==> config.mk <==
export PLATFORM = sky130hd
export DESIGN_NAME = matrix3x3_operation_unit_top
export DESIGN_NICKNAME = d
export VERILOG_FILES = /design/src/mx3_pkg.sv /design/src/matrix3x3_operation_unit_top.sv /design/src/mx3_ucode_rom.sv /design/src/mx3_datapath.sv /design/src/mx3_sequencer.sv
export SDC_FILE = /design/constraint.sdc
export NUM_CORES = 1
export LEC_CHECK = 0
export CORE_MARGIN = 10
export CORE_UTILIZATION = 55
export CTS_CLUSTER_DIAMETER = 120
export DETAILED_ROUTE_END_ITERATION = 10
export DONT_BUFFER_PORTS = 1
export GPL_ROUTABILITY_DRIVEN = 0
export PLACE_DENSITY = 0.69
export SYNTH_ARGS = -nofsm -noshare
export SYNTH_HDL_FRONTEND = slang
export SYNTH_SLANG_ARGS = --single-unit
==> constraint.sdc <==
create_clock -name clk -period 13.3 [get_ports clk]
set_input_delay 0 -clock clk [delete_from_list [all_inputs] [get_ports clk]]
set_output_delay 0 -clock clk [all_outputs]
set_load 0.01 [all_outputs]
==> src/mx3_pkg.sv <==
// ----------------------------------------------------------------------------
// mx3_pkg: shared types and constants of the 3x3 matrix operation unit
// Item formats, operation codes, the microword layout and the program
// entry points used by the sequencer and its control store.
// ----------------------------------------------------------------------------
`default_nettype none

package mx3_pkg;

  // Matrix geometry and field widths.
  localparam int DIM            = 3;
  localparam int CELLS          = DIM * DIM;
  localparam int IDX_W          = 4;
  localparam int IN_ELEM_W      = 8;
  localparam int ELEM_WIDTH_MAX = 16;
  localparam int ELEM_WIDTH_DEF = 8;
  localparam int VALUE_W        = 25;
  localparam int SCALAR_W       = 4;
  localparam int PC_W           = 6;

  localparam logic [1:0]          LAST_POS   = 2'(DIM - 1);
  localparam logic [IDX_W-1:0]    CELLS_IDX  = IDX_W'(CELLS);
  localparam logic [SCALAR_W-1:0] SCALAR_MAX = 4'd9;

  // Result source codes.
  localparam logic [1:0] SRC_AB = 2'd2;

  // Operation codes of an input item.
  typedef enum logic [2:0] {
    OP_LOAD_A = 3'd0,
    OP_LOAD_B = 3'd1,
    OP_MUL    = 3'd2,
    OP_ADD    = 3'd3,
    OP_SUB    = 3'd4,
    OP_DET    = 3'd5,
    OP_TRN    = 3'd6,
    OP_SCALE  = 3'd7
  } op_t;

  // Input item.
  typedef struct packed {
    logic [2:0]                  op;
    logic [IDX_W-1:0]            elem_index;
    logic signed [IN_ELEM_W-1:0] elem_value;
    logic [SCALAR_W-1:0]         scalar;
  } in_t;

  // Result item.
  typedef struct packed {
    logic signed [VALUE_W-1:0] value;
    logic [1:0]                source;
    logic [1:0]                row;
    logic [1:0]                col;
    logic                      last;
  } out_t;

  // Element write request from an accepted load item.
  typedef struct packed {
    logic                        wr_a;
    logic                        wr_b;
    logic [IDX_W-1:0]            idx;
    logic signed [IN_ELEM_W-1:0] value;
  } load_t;

  // Address modes of the two matrix read ports.
  typedef enum logic [2:0] {
    AM_RC  = 3'd0,   // row * 3 + col
    AM_CR  = 3'd1,   // col * 3 + row
    AM_RK  = 3'd2,   // row * 3 + k
    AM_KC  = 3'd3,   // k * 3 + col
    AM_LIT = 3'd4    // literal from the microword
  } addr_mode_t;

  // First multiplier operand.
  typedef enum logic [1:0] {
    SA_A    = 2'd0,
    SA_B    = 2'd1,
    SA_SRC  = 2'd2,
    SA_PROD = 2'd3
  } sel_a_t;

  // Second multiplier operand.
  typedef enum logic [1:0] {
    SB_ONE    = 2'd0,
    SB_B      = 2'd1,
    SB_SRC    = 2'd2,
    SB_SCALAR = 2'd3
  } sel_b_t;

  // Accumulator operation.
  typedef enum logic [1:0] {
    ACC_HOLD = 2'd0,
    ACC_LOAD = 2'd1,
    ACC_ADD  = 2'd2,
    ACC_SUB  = 2'd3
  } acc_op_t;

  // Index counter action.
  typedef enum logic [1:0] {
    CNT_NONE = 2'd0,
    CNT_K    = 2'd1,
    CNT_CELL = 2'd2,
    CNT_SRC  = 2'd3
  } cnt_op_t;

  // Jump condition.
  typedef enum logic [1:0] {
    JC_NONE = 2'd0,
    JC_CELL = 2'd1,   // not at the last cell of the matrix
    JC_ALL  = 2'd2,   // not at the last cell of matrix B
    JC_SRC  = 2'd3    // still on matrix A
  } jump_t;

  // One control word of the program.
  typedef struct packed {
    addr_mode_t       am_a;
    addr_mode_t       am_b;
    logic [IDX_W-1:0] lit;
    sel_a_t           sel_a;
    sel_b_t           sel_b;
    acc_op_t          acc;
    logic             emit;
    cnt_op_t          cnt;
    jump_t            jc;
    logic             src_ab;
    logic             done;
    logic [PC_W-1:0]  target;
  } uword_t;

  // Control from the sequencer to the datapath and the output stage.
  typedef struct packed {
    uword_t     uw;
    logic [1:0] row;
    logic [1:0] col;
    logic [1:0] k;
    logic       src;
    logic       step;
    logic       last;
  } ctl_t;

  // Program entry points.
  localparam logic [PC_W-1:0] PC_MUL = 6'd0;
  localparam logic [PC_W-1:0] PC_ADD = 6'd4;
  localparam logic [PC_W-1:0] PC_SUB = 6'd7;
  localparam logic [PC_W-1:0] PC_TRN = 6'd10;
  localparam logic [PC_W-1:0] PC_SCL = 6'd12;
  localparam logic [PC_W-1:0] PC_DET = 6'd14;

endpackage

`default_nettype wire

==> src/matrix3x3_operation_unit_top.sv <==
// ----------------------------------------------------------------------------
// matrix3x3_operation_unit_top: 3x3 signed matrix operation unit
// Stores matrices A and B and runs product, sum, difference, determinant,
// transpose and scale under a microcoded sequencer.
// ----------------------------------------------------------------------------
// One item is worked on at a time. A load item gives no result. A
// computing item is accepted and then runs its program on one shared
// multiplier, one step per cycle when the result channel keeps up: product
// 36 steps (four per element), sum and difference 27 (three per element),
// determinant 38 (nineteen per matrix), transpose and scale 36 (two per
// element of A, then of B). The next item is taken in the cycle after the
// last step, while the last result may still wait in the output register.
// A scale item with a scalar outside 1..9 is accepted and gives no result.
// Reading an element that was never loaded gives an undefined value.
`default_nettype none

module matrix3x3_operation_unit_top #(
  parameter int ELEM_WIDTH = mx3_pkg::ELEM_WIDTH_DEF
) (
  input  wire logic          clk,
  input  wire logic          rst_n,
  input  wire logic          in_valid,
  output logic               in_ready,
  input  wire mx3_pkg::in_t  in_data,
  output logic               out_valid,
  input  wire logic          out_ready,
  output mx3_pkg::out_t      out_data
);

  import mx3_pkg::*;

  logic                      in_fire;
  logic                      is_load;
  logic                      scalar_ok;
  logic                      start;
  logic                      busy;
  logic                      hold;
  load_t                     load;
  ctl_t                      ctl;
  logic signed [VALUE_W-1:0] value;
  logic                      out_valid_r, out_valid_nxt;
  out_t                      out_data_r;
  out_t                      res;

  // Input acceptance and dispatch.
  assign in_ready  = !busy;
  assign in_fire   = in_valid && in_ready;
  assign is_load   = (op_t'(in_data.op) == OP_LOAD_A) || (op_t'(in_data.op) == OP_LOAD_B);
  assign scalar_ok = (in_data.scalar != '0) && (in_data.scalar <= SCALAR_MAX);
  assign start     = in_fire && !is_load &&
                     !((op_t'(in_data.op) == OP_SCALE) && !scalar_ok);

  // Element writes; an index past the last cell is dropped.
  assign load.wr_a  = in_fire && (op_t'(in_data.op) == OP_LOAD_A) &&
                      (in_data.elem_index < CELLS_IDX);
  assign load.wr_b  = in_fire && (op_t'(in_data.op) == OP_LOAD_B) &&
                      (in_data.elem_index < CELLS_IDX);
  assign load.idx   = in_data.elem_index;
  assign load.value = in_data.elem_value;

  assign hold = out_valid_r && !out_ready;

  mx3_sequencer u_seq (
    .clk   (clk),
    .rst_n (rst_n),
    .start (start),
    .op    (in_data.op),
    .hold  (hold),
    .busy  (busy),
    .ctl   (ctl)
  );

  mx3_datapath #(
    .ELEM_WIDTH (ELEM_WIDTH)
  ) u_dp (
    .clk    (clk),
    .load   (load),
    .start  (start),
    .scalar (in_data.scalar),
    .ctl    (ctl),
    .value  (value)
  );

  // Result item assembled from the accumulator and the counters.
  always_comb begin
    res.value  = value;
    res.source = ctl.uw.src_ab ? SRC_AB : {1'b0, ctl.src};
    res.row    = ctl.row;
    res.col    = ctl.col;
    res.last   = ctl.last;
  end

  // Output register.
  always_comb begin
    out_valid_nxt = out_valid_r;
    if (ctl.step && ctl.uw.emit) begin
      out_valid_nxt = 1'b1;
    end else if (out_ready) begin
      out_valid_nxt = 1'b0;
    end
  end

  always_ff @(posedge clk) begin
    if (!rst_n) begin
      out_valid_r <= 1'b0;
    end else begin
      out_valid_r <= out_valid_nxt;
    end
  end

  always_ff @(posedge clk) begin
    if (ctl.step && ctl.uw.emit) begin
      out_data_r <= res;
    end
  end

  assign out_valid = out_valid_r;
  assign out_data  = out_data_r;

endmodule

`default_nettype wire

==> src/mx3_ucode_rom.sv <==
// ----------------------------------------------------------------------------
// mx3_ucode_rom: control store of the matrix operation unit
// Read-only program of 33 microwords, one per step, looked up by the
// sequencer's program counter.
// ----------------------------------------------------------------------------
`default_nettype none

module mx3_ucode_rom (
  input  wire logic [mx3_pkg::PC_W-1:0] pc,
  output mx3_pkg::uword_t               uw
);

  import mx3_pkg::*;

  // First step of a determinant term: fetch one element times one.
  function automatic uword_t det_fetch(logic [IDX_W-1:0] lit, acc_op_t acc);
    uword_t w;
    w       = '0;
    w.am_a  = AM_LIT;
    w.am_b  = AM_LIT;
    w.lit   = lit;
    w.sel_a = SA_SRC;
    w.sel_b = SB_ONE;
    w.acc   = acc;
    return w;
  endfunction

  // Further step of a determinant term: product so far times an element.
  function automatic uword_t det_mult(logic [IDX_W-1:0] lit);
    uword_t w;
    w       = '0;
    w.am_a  = AM_LIT;
    w.am_b  = AM_LIT;
    w.lit   = lit;
    w.sel_a = SA_PROD;
    w.sel_b = SB_SRC;
    return w;
  endfunction

  // Program lookup. Each term of the Sarrus rule is accumulated at the fetch
  // of the following term, the last one at the emitting step.
  always_comb begin
    uw      = '0;
    uw.done = 1'b1;
    unique case (pc)
      // Product: three multiply-accumulate steps per element, then an emit step.
      PC_MUL, PC_MUL + 6'd1, PC_MUL + 6'd2: begin
        uw.done  = 1'b0;
        uw.am_a  = AM_RK;
        uw.am_b  = AM_KC;
        uw.sel_a = SA_A;
        uw.sel_b = SB_B;
        uw.cnt   = CNT_K;
        uw.acc   = (pc == PC_MUL) ? ACC_HOLD :
                   (pc == PC_MUL + 6'd1) ? ACC_LOAD : ACC_ADD;
      end
      PC_MUL + 6'd3: begin
        uw.acc    = ACC_ADD;
        uw.emit   = 1'b1;
        uw.cnt    = CNT_CELL;
        uw.jc     = JC_CELL;
        uw.src_ab = 1'b1;
        uw.target = PC_MUL;
      end
      // Sum and difference: pass A, pass B, combine.
      PC_ADD, PC_SUB: begin
        uw.done  = 1'b0;
        uw.am_a  = AM_RC;
        uw.sel_a = SA_A;
        uw.sel_b = SB_ONE;
      end
      PC_ADD + 6'd1, PC_SUB + 6'd1: begin
        uw.done  = 1'b0;
        uw.am_b  = AM_RC;
        uw.sel_a = SA_B;
        uw.sel_b = SB_ONE;
        uw.acc   = ACC_LOAD;
      end
      PC_ADD + 6'd2, PC_SUB + 6'd2: begin
        uw.acc    = (pc == PC_ADD + 6'd2) ? ACC_ADD : ACC_SUB;
        uw.emit   = 1'b1;
        uw.cnt    = CNT_CELL;
        uw.jc     = JC_CELL;
        uw.src_ab = 1'b1;
        uw.target = (pc == PC_ADD + 6'd2) ? PC_ADD : PC_SUB;
      end
      // Transpose and scale: one element of A or B per pass.
      PC_TRN, PC_SCL: begin
        uw.done  = 1'b0;
        uw.am_a  = (pc == PC_TRN) ? AM_CR : AM_RC;
        uw.am_b  = (pc == PC_TRN) ? AM_CR : AM_RC;
        uw.sel_a = SA_SRC;
        uw.sel_b = (pc == PC_TRN) ? SB_ONE : SB_SCALAR;
      end
      PC_TRN + 6'd1, PC_SCL + 6'd1: begin
        uw.acc    = ACC_LOAD;
        uw.emit   = 1'b1;
        uw.cnt    = CNT_CELL;
        uw.jc     = JC_ALL;
        uw.target = (pc == PC_TRN + 6'd1) ? PC_TRN : PC_SCL;
      end
      // Determinant: six triple products, positive and negative in turn.
      PC_DET:          uw = det_fetch(4'd0, ACC_HOLD);
      PC_DET + 6'd1:   uw = det_mult(4'd4);
      PC_DET + 6'd2:   uw = det_mult(4'd8);
      PC_DET + 6'd3:   uw = det_fetch(4'd2, ACC_LOAD);
      PC_DET + 6'd4:   uw = det_mult(4'd4);
      PC_DET + 6'd5:   uw = det_mult(4'd6);
      PC_DET + 6'd6:   uw = det_fetch(4'd1, ACC_SUB);
      PC_DET + 6'd7:   uw = det_mult(4'd5);
      PC_DET + 6'd8:   uw = det_mult(4'd6);
      PC_DET + 6'd9:   uw = det_fetch(4'd1, ACC_ADD);
      PC_DET + 6'd10:  uw = det_mult(4'd3);
      PC_DET + 6'd11:  uw = det_mult(4'd8);
      PC_DET + 6'd12:  uw = det_fetch(4'd2, ACC_SUB);
      PC_DET + 6'd13:  uw = det_mult(4'd3);
      PC_DET + 6'd14:  uw = det_mult(4'd7);
      PC_DET + 6'd15:  uw = det_fetch(4'd0, ACC_ADD);
      PC_DET + 6'd16:  uw = det_mult(4'd5);
      PC_DET + 6'd17:  uw = det_mult(4'd7);
      PC_DET + 6'd18: begin
        uw.acc    = ACC_SUB;
        uw.emit   = 1'b1;
        uw.cnt    = CNT_SRC;
        uw.jc     = JC_SRC;
        uw.target = PC_DET;
      end
      default: begin
        uw      = '0;
        uw.done = 1'b1;
      end
    endcase
  end

endmodule

`default_nettype wire

==> src/mx3_datapath.sv <==
// ----------------------------------------------------------------------------
// mx3_datapath: matrix storage, multiplier and accumulator
// Holds matrices A and B, one read port each, a shared multiplier with a
// product register and a wrapping accumulator steered by the microword.
// ----------------------------------------------------------------------------
`default_nettype none

module mx3_datapath #(
  parameter int ELEM_WIDTH = mx3_pkg::ELEM_WIDTH_DEF
) (
  input  wire logic                                clk,
  input  wire mx3_pkg::load_t                      load,
  input  wire logic                                start,
  input  wire logic [mx3_pkg::SCALAR_W-1:0]        scalar,
  input  wire mx3_pkg::ctl_t                       ctl,
  output logic signed [mx3_pkg::VALUE_W-1:0]       value
);

  import mx3_pkg::*;

  logic signed [ELEM_WIDTH-1:0]     mat_a_r [0:CELLS-1];
  logic signed [ELEM_WIDTH-1:0]     mat_b_r [0:CELLS-1];
  logic [IDX_W-1:0]                 addr_a;
  logic [IDX_W-1:0]                 addr_b;
  logic signed [ELEM_WIDTH-1:0]     rd_a;
  logic signed [ELEM_WIDTH-1:0]     rd_b;
  logic signed [ELEM_WIDTH-1:0]     rd_src;
  logic signed [ELEM_WIDTH_MAX-1:0] load_ext;
  logic signed [VALUE_W-1:0]        mul_a;
  logic signed [VALUE_W-1:0]        mul_b;
  logic signed [2*VALUE_W-1:0]      prod_full;
  logic signed [VALUE_W-1:0]        mul_r;
  logic signed [VALUE_W-1:0]        acc_r;
  logic signed [VALUE_W-1:0]        acc_nxt;
  logic [SCALAR_W-1:0]              scalar_r;

  // Element address for one read port.
  function automatic logic [IDX_W-1:0] addr_of(addr_mode_t m, logic [1:0] r,
                                               logic [1:0] c, logic [1:0] k,
                                               logic [IDX_W-1:0] lit);
    logic [IDX_W-1:0] a;
    unique case (m)
      AM_RC:   a = IDX_W'(r) * IDX_W'(DIM) + IDX_W'(c);
      AM_CR:   a = IDX_W'(c) * IDX_W'(DIM) + IDX_W'(r);
      AM_RK:   a = IDX_W'(r) * IDX_W'(DIM) + IDX_W'(k);
      AM_KC:   a = IDX_W'(k) * IDX_W'(DIM) + IDX_W'(c);
      AM_LIT:  a = lit;
      default: a = lit;
    endcase
    return a;
  endfunction

  // Loaded value is sign-extended, then cut to the element width.
  assign load_ext = ELEM_WIDTH_MAX'(load.value);

  // Element writes from load items.
  always_ff @(posedge clk) begin
    if (load.wr_a) begin
      mat_a_r[load.idx] <= load_ext[ELEM_WIDTH-1:0];
    end
    if (load.wr_b) begin
      mat_b_r[load.idx] <= load_ext[ELEM_WIDTH-1:0];
    end
  end

  // One read port on each matrix.
  assign addr_a = addr_of(ctl.uw.am_a, ctl.row, ctl.col, ctl.k, ctl.uw.lit);
  assign addr_b = addr_of(ctl.uw.am_b, ctl.row, ctl.col, ctl.k, ctl.uw.lit);
  assign rd_a   = mat_a_r[addr_a];
  assign rd_b   = mat_b_r[addr_b];
  assign rd_src = ctl.src ? rd_b : rd_a;

  // Multiplier operand selection.
  always_comb begin
    case (ctl.uw.sel_a)
      SA_A:    mul_a = VALUE_W'(rd_a);
      SA_B:    mul_a = VALUE_W'(rd_b);
      SA_SRC:  mul_a = VALUE_W'(rd_src);
      default: mul_a = mul_r;
    endcase
    case (ctl.uw.sel_b)
      SB_B:      mul_b = VALUE_W'(rd_b);
      SB_SRC:    mul_b = VALUE_W'(rd_src);
      SB_SCALAR: mul_b = VALUE_W'(scalar_r);
      default:   mul_b = VALUE_W'(1);
    endcase
  end

  // Results wrap to the value width, so only the low product bits are kept.
  assign prod_full = mul_a * mul_b;

  // Accumulator operation.
  always_comb begin
    case (ctl.uw.acc)
      ACC_LOAD: acc_nxt = mul_r;
      ACC_ADD:  acc_nxt = acc_r + mul_r;
      ACC_SUB:  acc_nxt = acc_r - mul_r;
      default:  acc_nxt = acc_r;
    endcase
  end

  assign value = acc_nxt;

  // Product and accumulator registers advance only on an executed step.
  always_ff @(posedge clk) begin
    if (start) begin
      scalar_r <= scalar;
    end
    if (ctl.step) begin
      mul_r <= prod_full[VALUE_W-1:0];
      acc_r <= acc_nxt;
    end
  end

endmodule

`default_nettype wire

==> src/mx3_sequencer.sv <==
// ----------------------------------------------------------------------------
// mx3_sequencer: program counter and index counters
// Steps through the control store, evaluates conditional jumps on the row,
// column and matrix counters, and stalls on a full output stage.
// ----------------------------------------------------------------------------
`default_nettype none

module mx3_sequencer (
  input  wire logic           clk,
  input  wire logic           rst_n,
  input  wire logic           start,
  input  wire logic [2:0]     op,
  input  wire logic           hold,
  output logic                busy,
  output mx3_pkg::ctl_t       ctl
);

  import mx3_pkg::*;

  logic            busy_r, busy_nxt;
  logic [PC_W-1:0] pc_r, pc_nxt;
  logic [1:0]      row_r, row_nxt;
  logic [1:0]      col_r, col_nxt;
  logic [1:0]      k_r, k_nxt;
  logic            src_r, src_nxt;
  uword_t          uw;
  logic            step;
  logic            cell_end;
  logic            jump;
  logic [PC_W-1:0] entry;

  mx3_ucode_rom u_rom (
    .pc (pc_r),
    .uw (uw)
  );

  // Program entry for each computing operation.
  always_comb begin
    unique case (op_t'(op))
      OP_MUL:   entry = PC_MUL;
      OP_ADD:   entry = PC_ADD;
      OP_SUB:   entry = PC_SUB;
      OP_DET:   entry = PC_DET;
      OP_TRN:   entry = PC_TRN;
      OP_SCALE: entry = PC_SCL;
      default:  entry = PC_MUL;
    endcase
  end

  // A step that emits waits while the output stage is full.
  assign step     = busy_r && !(uw.emit && hold);
  assign cell_end = (row_r == LAST_POS) && (col_r == LAST_POS);

  always_comb begin
    case (uw.jc)
      JC_CELL: jump = !cell_end;
      JC_ALL:  jump = !(cell_end && src_r);
      JC_SRC:  jump = !src_r;
      default: jump = 1'b0;
    endcase
  end

  // Next program counter and counter values.
  always_comb begin
    busy_nxt = busy_r;
    pc_nxt   = pc_r;
    row_nxt  = row_r;
    col_nxt  = col_r;
    k_nxt    = k_r;
    src_nxt  = src_r;
    if (start) begin
      busy_nxt = 1'b1;
      pc_nxt   = entry;
      row_nxt  = '0;
      col_nxt  = '0;
      k_nxt    = '0;
      src_nxt  = 1'b0;
    end else if (step) begin
      if (jump) begin
        pc_nxt = uw.target;
      end else begin
        pc_nxt = pc_r + 1'b1;
      end
      if (uw.done && !jump) begin
        busy_nxt = 1'b0;
      end
      case (uw.cnt)
        CNT_K: begin
          k_nxt = (k_r == LAST_POS) ? 2'd0 : k_r + 2'd1;
        end
        CNT_CELL: begin
          k_nxt = '0;
          if (col_r == LAST_POS) begin
            col_nxt = '0;
            if (row_r == LAST_POS) begin
              row_nxt = '0;
              src_nxt = ~src_r;
            end else begin
              row_nxt = row_r + 2'd1;
            end
          end else begin
            col_nxt = col_r + 2'd1;
          end
        end
        CNT_SRC: begin
          row_nxt = '0;
          col_nxt = '0;
          k_nxt   = '0;
          src_nxt = ~src_r;
        end
        default: ;
      endcase
    end
  end

  always_ff @(posedge clk) begin
    if (!rst_n) begin
      busy_r <= 1'b0;
      pc_r   <= '0;
      row_r  <= '0;
      col_r  <= '0;
      k_r    <= '0;
      src_r  <= 1'b0;
    end else begin
      busy_r <= busy_nxt;
      pc_r   <= pc_nxt;
      row_r  <= row_nxt;
      col_r  <= col_nxt;
      k_r    <= k_nxt;
      src_r  <= src_nxt;
    end
  end

  assign busy     = busy_r;
  assign ctl.uw   = uw;
  assign ctl.row  = row_r;
  assign ctl.col  = col_r;
  assign ctl.k    = k_r;
  assign ctl.src  = src_r;
  assign ctl.step = step;
  assign ctl.last = uw.done && !jump;

endmodule

`default_nettype wire

# [After elaboration in Yosys (flattened, before gate mapping)]
# Memories as Yosys holds them, arrays and structs flattened.
# Index checks and enable logic that the tools add are counted.
[op_classes] addsub=10 mul=4 div=0 n_lt_le_gt_ge=2 eq_ne=63 shifts=0 n_mux=49 bitwise=2 n_reduce_logical=68
[op_table] operator="25-bit one-hot mux with 3 select lines" count=3
[op_table] operator="6-bit by 5-bit == test with 1-bit output (second input constant)" count=16
[op_table] operator="6-bit by 4-bit == test with 1-bit output (second input constant)" count=8
[op_table] operator="4-bit one-hot mux with 5 select lines" count=2
[op_table] operator="4-bit one-hot mux with 4 select lines" count=2
[op_table] operator="4-bit one-hot mux with 8 select lines" count=1
[op_table] operator="2-bit OR reduction" count=14
[op_table] operator="27-bit OR reduction" count=1
[op_table] operator="25-bit adder" count=1
[op_table] operator="25-bit by 25-bit multiplier with 25-bit output" count=1
[op_table] operator="25-bit subtractor" count=1
[op_table] operator="2-bit == test (second input constant)" count=12
[op_table] operator="6-bit by 3-bit == test with 1-bit output (second input constant)" count=4
[op_table] operator="2-bit two-way mux" count=9
[op_table] operator="6-bit two-way mux" count=3
[op_table] operator="3-bit one-hot mux with 3 select lines" count=2
[op_table] operator="18-bit OR reduction" count=1
[op_table] operator="4-bit by 2-bit adder with 4-bit output" count=4
[op_table] operator="1-bit logical AND" count=16
[op_table] operator="1-bit two-way mux" count=16
[op_table] operator="3-bit by 2-bit == test with 1-bit output (second input constant)" count=5
[op_table] operator="3-bit == test (second input constant)" count=4
[op_table] operator="6-bit by 2-bit == test with 1-bit output (second input constant)" count=2
[op_table] operator="2-bit by 2-bit multiplier with 4-bit output (second input constant)" count=3
[op_table] operator="other kinds (32)" count=67
[totals] regBits=101 latchBits=0 ram_bits=144 rom_bits=0 inputBits=23 out_inout_bits=34 word_cells=216 mem_count=2
[mem_list] memory="u_dp.mat_a_r" depth=9 width=8 rd=1 rd_ports_with_merged_regs=0 write_ports=1 line_no="mx3_datapath.sv:21" source="logic signed [ELEM_WIDTH-1:0] mat_a_r [0:CELLS-1];"
[mem_list] memory="u_dp.mat_b_r" depth=9 width=8 rd=1 rd_ports_with_merged_regs=0 write_ports=1 line_no="mx3_datapath.sv:22" source="logic signed [ELEM_WIDTH-1:0] mat_b_r [0:CELLS-1];"

# [Logic depth before layout (Yosys ltp)]
[depth] word_depth=10 depth_mapped=46 depth_no_buf=43

# [Hierarchy]
# From an unflattened synthesis, not the netlist that was laid out.
[hier_totals] hier_cells=2283 area_unflattened_um2=22487.8
[by_module_without_submodules] mod="mx3_datapath" n_inst=1 cells_each=2011 area_each_um2=19819.0 seq_area_each_um2=5945.7
[by_module_without_submodules] mod="matrix3x3_operation_unit_top" n_inst=1 cells_each=46 area_each_um2=1078.5 seq_area_each_um2=980.9
[by_module_without_submodules] mod="mx3_sequencer" n_inst=1 cells_each=102 area_each_um2=833.3 seq_area_each_um2=280.3
[by_module_without_submodules] mod="mx3_ucode_rom" n_inst=1 cells_each=124 area_each_um2=757.0 seq_area_each_um2=0.0

# [Worst setup path after synthesis]
# Ideal clock, no wire load.
[synth_timing] path_type="flip-flop to flip-flop" start="register u_seq.col_r[1]" end="register u_dp.mul_r[24] (data pin)" setup_ns=0.262 arrival_ns=9.281 required_time_ns=13.038 setup_slack_ns=3.758 path_stages_with_launch=36 n_path_buf=3 period_less_slack_ns=9.542 path_cell_list="dfxtp_1 > fa_1 > ha_1 > inv_1 > fa_1 > o22ai_1 > nor4_2 > nor2_1 > buf_6 > buf_6 > mux4_2 > a221o_1 > a22oi_1 > clkbuf_1 > nor2_1 > o21ai_0 > inv_1 > fa_1 > inv_1 > fa_1 > fa_1 > inv_1 > fa_1 > inv_1 > fa_1 > fa_1 > fa_1 > xor2_1 > xnor2_1 > xnor2_1 > xnor2_1 > xnor2_1 > xnor2_1 > xnor3_1 > xnor2_1 > xnor2_1"
[synth_between] elab_chain_cells=7 word_cells_on_any_way=12 cone_classes="3 x add/sub; 2 x mul; 5 x mux; 2 x memory"
[synth_lines] element="start: declaration" line_no="mx3_sequencer.sv:23" source="logic [1:0] col_r, col_nxt;"
[synth_lines] element="start signal: assignment" line_no="mx3_sequencer.sv:128" source="col_r <= col_nxt;"
[synth_lines] element="2-bit by 2-bit multiplier with 4-bit output" line_no="mx3_datapath.sv:44" source="AM_CR: a = IDX_W'(c) * IDX_W'(DIM) + IDX_W'(r);"
[synth_lines] element="4-bit by 2-bit adder with 4-bit output" line_no="mx3_datapath.sv:44"
[synth_lines] element="4-bit one-hot mux with 4 select lines" line_no="mx3_datapath.sv:42" source="unique case (m)"
[synth_lines] element="memory 9 x 8 bit (on tied branches)"
[synth_lines] element="8-bit two-way mux" line_no="mx3_datapath.sv:71" source="assign rd_src = ctl.src ? rd_b : rd_a;"
[synth_lines] element="25-bit one-hot mux with 3 select lines (on tied branches)" line_no="mx3_datapath.sv:75, mx3_datapath.sv:81"
[synth_lines] element="25-bit by 25-bit multiplier with 25-bit output (*)" line_no="mx3_datapath.sv:90" source="assign prod_full = mul_a * mul_b;"
[synth_lines] element="net u_dp.prod_full[24]" line_no="mx3_datapath.sv:31" source="logic signed [2*VALUE_W-1:0] prod_full;"
[synth_lines] element="end signal: assignment" line_no="mx3_datapath.sv:110" source="mul_r <= prod_full[VALUE_W-1:0];"
[synth_lines] element="end: declaration" line_no="mx3_datapath.sv:32" source="logic signed [VALUE_W-1:0] mul_r;"
# The timed path passes the listed nets; every way through them passes the cells marked *.
# A chain may end at the register's enable or synchronous reset.

# [Worst setup path in the final report]
[layout_timing] start="register u_seq.pc_r[0]" end="register u_dp.mul_r[24] (data pin)"
[layout_between] elab_chain_cells=9 word_cells_on_any_way=67 cone_classes="1 x mul; 35 x eq/ne; 11 x mux; 18 x reduce/logical; 2 x memory"
[layout_lines] element="start: declaration" line_no="mx3_sequencer.sv:21" source="logic [PC_W-1:0] pc_r, pc_nxt;"
[layout_lines] element="start signal: assignment" line_no="mx3_sequencer.sv:126" source="pc_r <= pc_nxt;"
[layout_lines] element="6-bit by 5-bit == test with 1-bit output, or another cell as far along" line_no="mx3_ucode_rom.sv:45" source="unique case (pc)"
[layout_lines] element="18-bit OR reduction (no source line), or another cell as far along"
[layout_lines] element="3-bit one-hot mux with 3 select lines" line_no="mx3_ucode_rom.sv:45"
[layout_lines] element="3-bit by 2-bit == test with 1-bit output, or another cell as far along" line_no="mx3_datapath.sv:42"
[layout_lines] element="4-bit one-hot mux with 4 select lines" line_no="mx3_datapath.sv:42"
[layout_lines] element="memory 9 x 8 bit (on tied branches)"
[layout_lines] element="8-bit two-way mux" line_no="mx3_datapath.sv:71"
[layout_lines] element="25-bit one-hot mux with 3 select lines (on tied branches)" line_no="mx3_datapath.sv:75, mx3_datapath.sv:81"
[layout_lines] element="25-bit by 25-bit multiplier with 25-bit output (*)" line_no="mx3_datapath.sv:90"
[layout_lines] element="net u_dp.prod_full[24]" line_no="mx3_datapath.sv:31"
# Marked as above.

==> flow_summary.yaml <==
status:
  status: "complete, no violations"
critical_path:
  worst_setup_path_start_kind: "register"
  crit_slowest_cell: "or2_1"
  max_stage_delay_ps: 630
  endpoint_kind: "register"
  crit_top_cell: "fa_1"
  rrSetupSlack_ps: 2060
  cp_max_fo: 15
  critical-path-top-delay-family: "adder cells"
  critPathCapture: "u_dp.mul_r[24]"
  r2r-start: "u_seq.pc_r[0]"
  critical_path_class: "register to register"
  arrival_ps: 11550
  r2r-end: "u_dp.mul_r[24]"
  reg2regPathDepth: 38
  crit_start: "u_seq.pc_r[0]"
  crit_cells: 38
  required_ps: 13610
  crit_buf_inv: 7
timing:
  hold_violations: 0
  slew_viol_final: 0
  tns_ps: 0
  rsz0062_at_grt: "false"
  post-route-period-util: 0.845
  fin_hold_ws_ps: 59.4
  setup_viol: 0
  fin_skew_ps: 24.2
  fmax_mhz: 89.0
  tightest_slew_ps: 1070
  period_needed_ps: 11240
  slew_headroom: 0.284
clock_tree:
  clkLatencyLatePin_ps: 570
  post_cts_buffers: 0
  path_clk_slew_ps: 70
  cts_tree: "done"
  cts_buffer_depth: 3
  htreeDepth: 1
  cts_root_buf: "clkbuf_16"
  cts_hold_buf: 30
  cts_inserted_buffers: 26
  post_cts_resized: 0
  cts.sinks: 245
logic_synthesis:
  yosysWarnings: 0
  synth_top_cell_by_area: "edfxtp_1"
  synthAdderAreaFrac: 0.273
  syn-num-nets: 2460
  ys_async_sr_fraction: 0
  synth.avg_cell_area_sq_um: 10.4
  synth_area_sq_um: 21600
  synth_compound_area_frac: 0.118
  muxShareOfSynthArea: 0.0371
  yosys.area_share.xor_xnor: 0.0424
  ys_seq_area_frac: 0.333
  ys_ff_latch: 245
  synth_top_family_by_area: "adder cells"
  synth_area_leaders: "edfxtp_1, fa_1, ha_1, inv_1, nor2_1"
  synth_cell_type_count: 104
  synth-simple-area-share: 0.120
  synth_flop_cell: "edfxtp_1"
  yosys-top-cells-count: "inv_1, edfxtp_1, nor2_1, fa_1, ha_1"
  synth_cells: 2084
  synth_edf_count: 230
  synth.top_cell.area_share: 0.319
  synth.most_common_cell: "inv_1"
cells_and_area:
  final_layout_size_suffix_gt1_frac: 0.0689
  area_delta_synth_final_pct: 8.03
  final_nets: 2459
global_routing:
  first_global_vias: 15900
  track_usage: 0.236
  antenna_found_initial: 4
  grt_max_degree: 69
  gr-total-overflow: 0
  grt_pass1_wl_mm: 88.7
run:
  max_cap_viol_count: 0
worst_hold_path:
  hold_path_class: "input port to register"
floorplanning:
  num_io_pins: 57
  core_area_sq_um: 38700
  die_area_sq_um: 47600
  start_util: 0.558
  die_y_microns: 218
  placementRows: 72
  die_x_microns: 218
placement:
  portBuffers: 0
  post-dp-hpwl_mm: 42.7
drt:
  antenna_left: 0
  drt_pass1_iterations: 7
  wl_per_cell_microns: 21.3
  drt-vias-per-instance: 5.86
  drtIter0Drc: 1430
  drc: 0
  wl_mm: 55.7
  route.vias.total: 15400
how the worst min path moves through the flow:
stage | from | endpoint | slack [ps] | depth (start not counted)
floorplan | in_data[4] | u_dp.mat_a_r[0][0] | 100 | 0
global placement | in_data[0] | u_dp.scalar_r[0] | 100 | 0
detailed placement | in_data[0] | u_dp.scalar_r[0] | 100 | 0
CTS | in_valid | u_seq.pc_r[0] | 30 | 4
global route | in_data[15] | u_dp.mat_b_r[6][6] | 110 | 3
finish | in_valid | u_seq.pc_r[0] | 60 | 4
per-layer routing:
metal,share of wire,track usage,vias up
met5,0.00048,0,-
met4,0.041,0.0933,4
met3,0.072,0.0470,156
met2,0.48,0.397,562
met1,0.40,0.295,7578
li1,-,-,7061
final cells by class:
cell class / count / area (sq um)
fill: 3192 / 15400
multi-input combinational: 1428 / 12800
sequential: 245 / 7210
inverter: 329 / 1230
clock buffer: 31 / 689
tap: 518 / 648
timing repair buffer: 53 / 473
clock inverter: 17 / 278
antenna: 2 / 5.00
worst reg2reg max path: cells and delay by family, from the launching register on:
family,cells,cell delay [ps]
xor+xnor,1,140
compound gates,9,2120
flops,1,420
buf+inv,7,570
simple gates,10,2940
mux,2,590
fa+ha+maj,9,4190
logic make-up (layout without fill, tap and decap cells):
| group | after synthesis | count (layout) |
|---|---|---|
| compound gates | 365 | 365 |
| xor+xnor | 103 | 103 |
| fa+ha+maj | 353 | 353 |
| buf+inv | 411 | 430 |
| flops | 245 | 245 |
| mux | 75 | 75 |
| other cells | 0 | 2 |
| simple gates | 532 | 532 |
sequential cells by signal, summed over array words and instances, names as in the netlist:
name           flops
u_dp.mat_a_r      72
u_seq.src_r        1
out_valid          1
u_seq.k_r          2
out_data          32
u_seq.busy         1
u_seq.pc_r         6
u_seq.col_r        2
u_dp.mat_b_r      72
u_dp.scalar_r      4
u_dp.mul_r        25
u_seq.row_r        2
u_dp.acc_r        25
cell usage in the layout (no fill, tap or decap), types with 19 or more instances in the layout:
cell type and instances:
inv_1 327, edfxtp_1 230, nor2_1 211, fa_1 199
ha_1 154, nand2_1 113, o21ai_0 90, a21oi_1 77
xnor2_1 71, mux2i_1 55, nor3_1 31, xor2_1 31
dlygate4sd3_1 30, nand2b_1 26, clkbuf_16 26, nor2b_1 23
buf_4 23, nand3_1 19
metrics by stage:
stage / util / instances / cell area [sq um] / setup WS [ps]
final: 0.603 / 2623 / 23400 / 2060
after global routing: 0.603 / 2623 / 23400 / 1390
after CTS: 0.603 / 2621 / 23400 / 2250
after detailed placement: 0.570 / 2543 / 22100 / 2290
after global placement: 0.570 / 2543 / 22100 / 2540
after floorplan: - / 2084 / 21600 / 3760
Power is left out: the tool's default activity adds up to more than one toggle a clock period on the data nets, which glitch-free logic cannot reach.
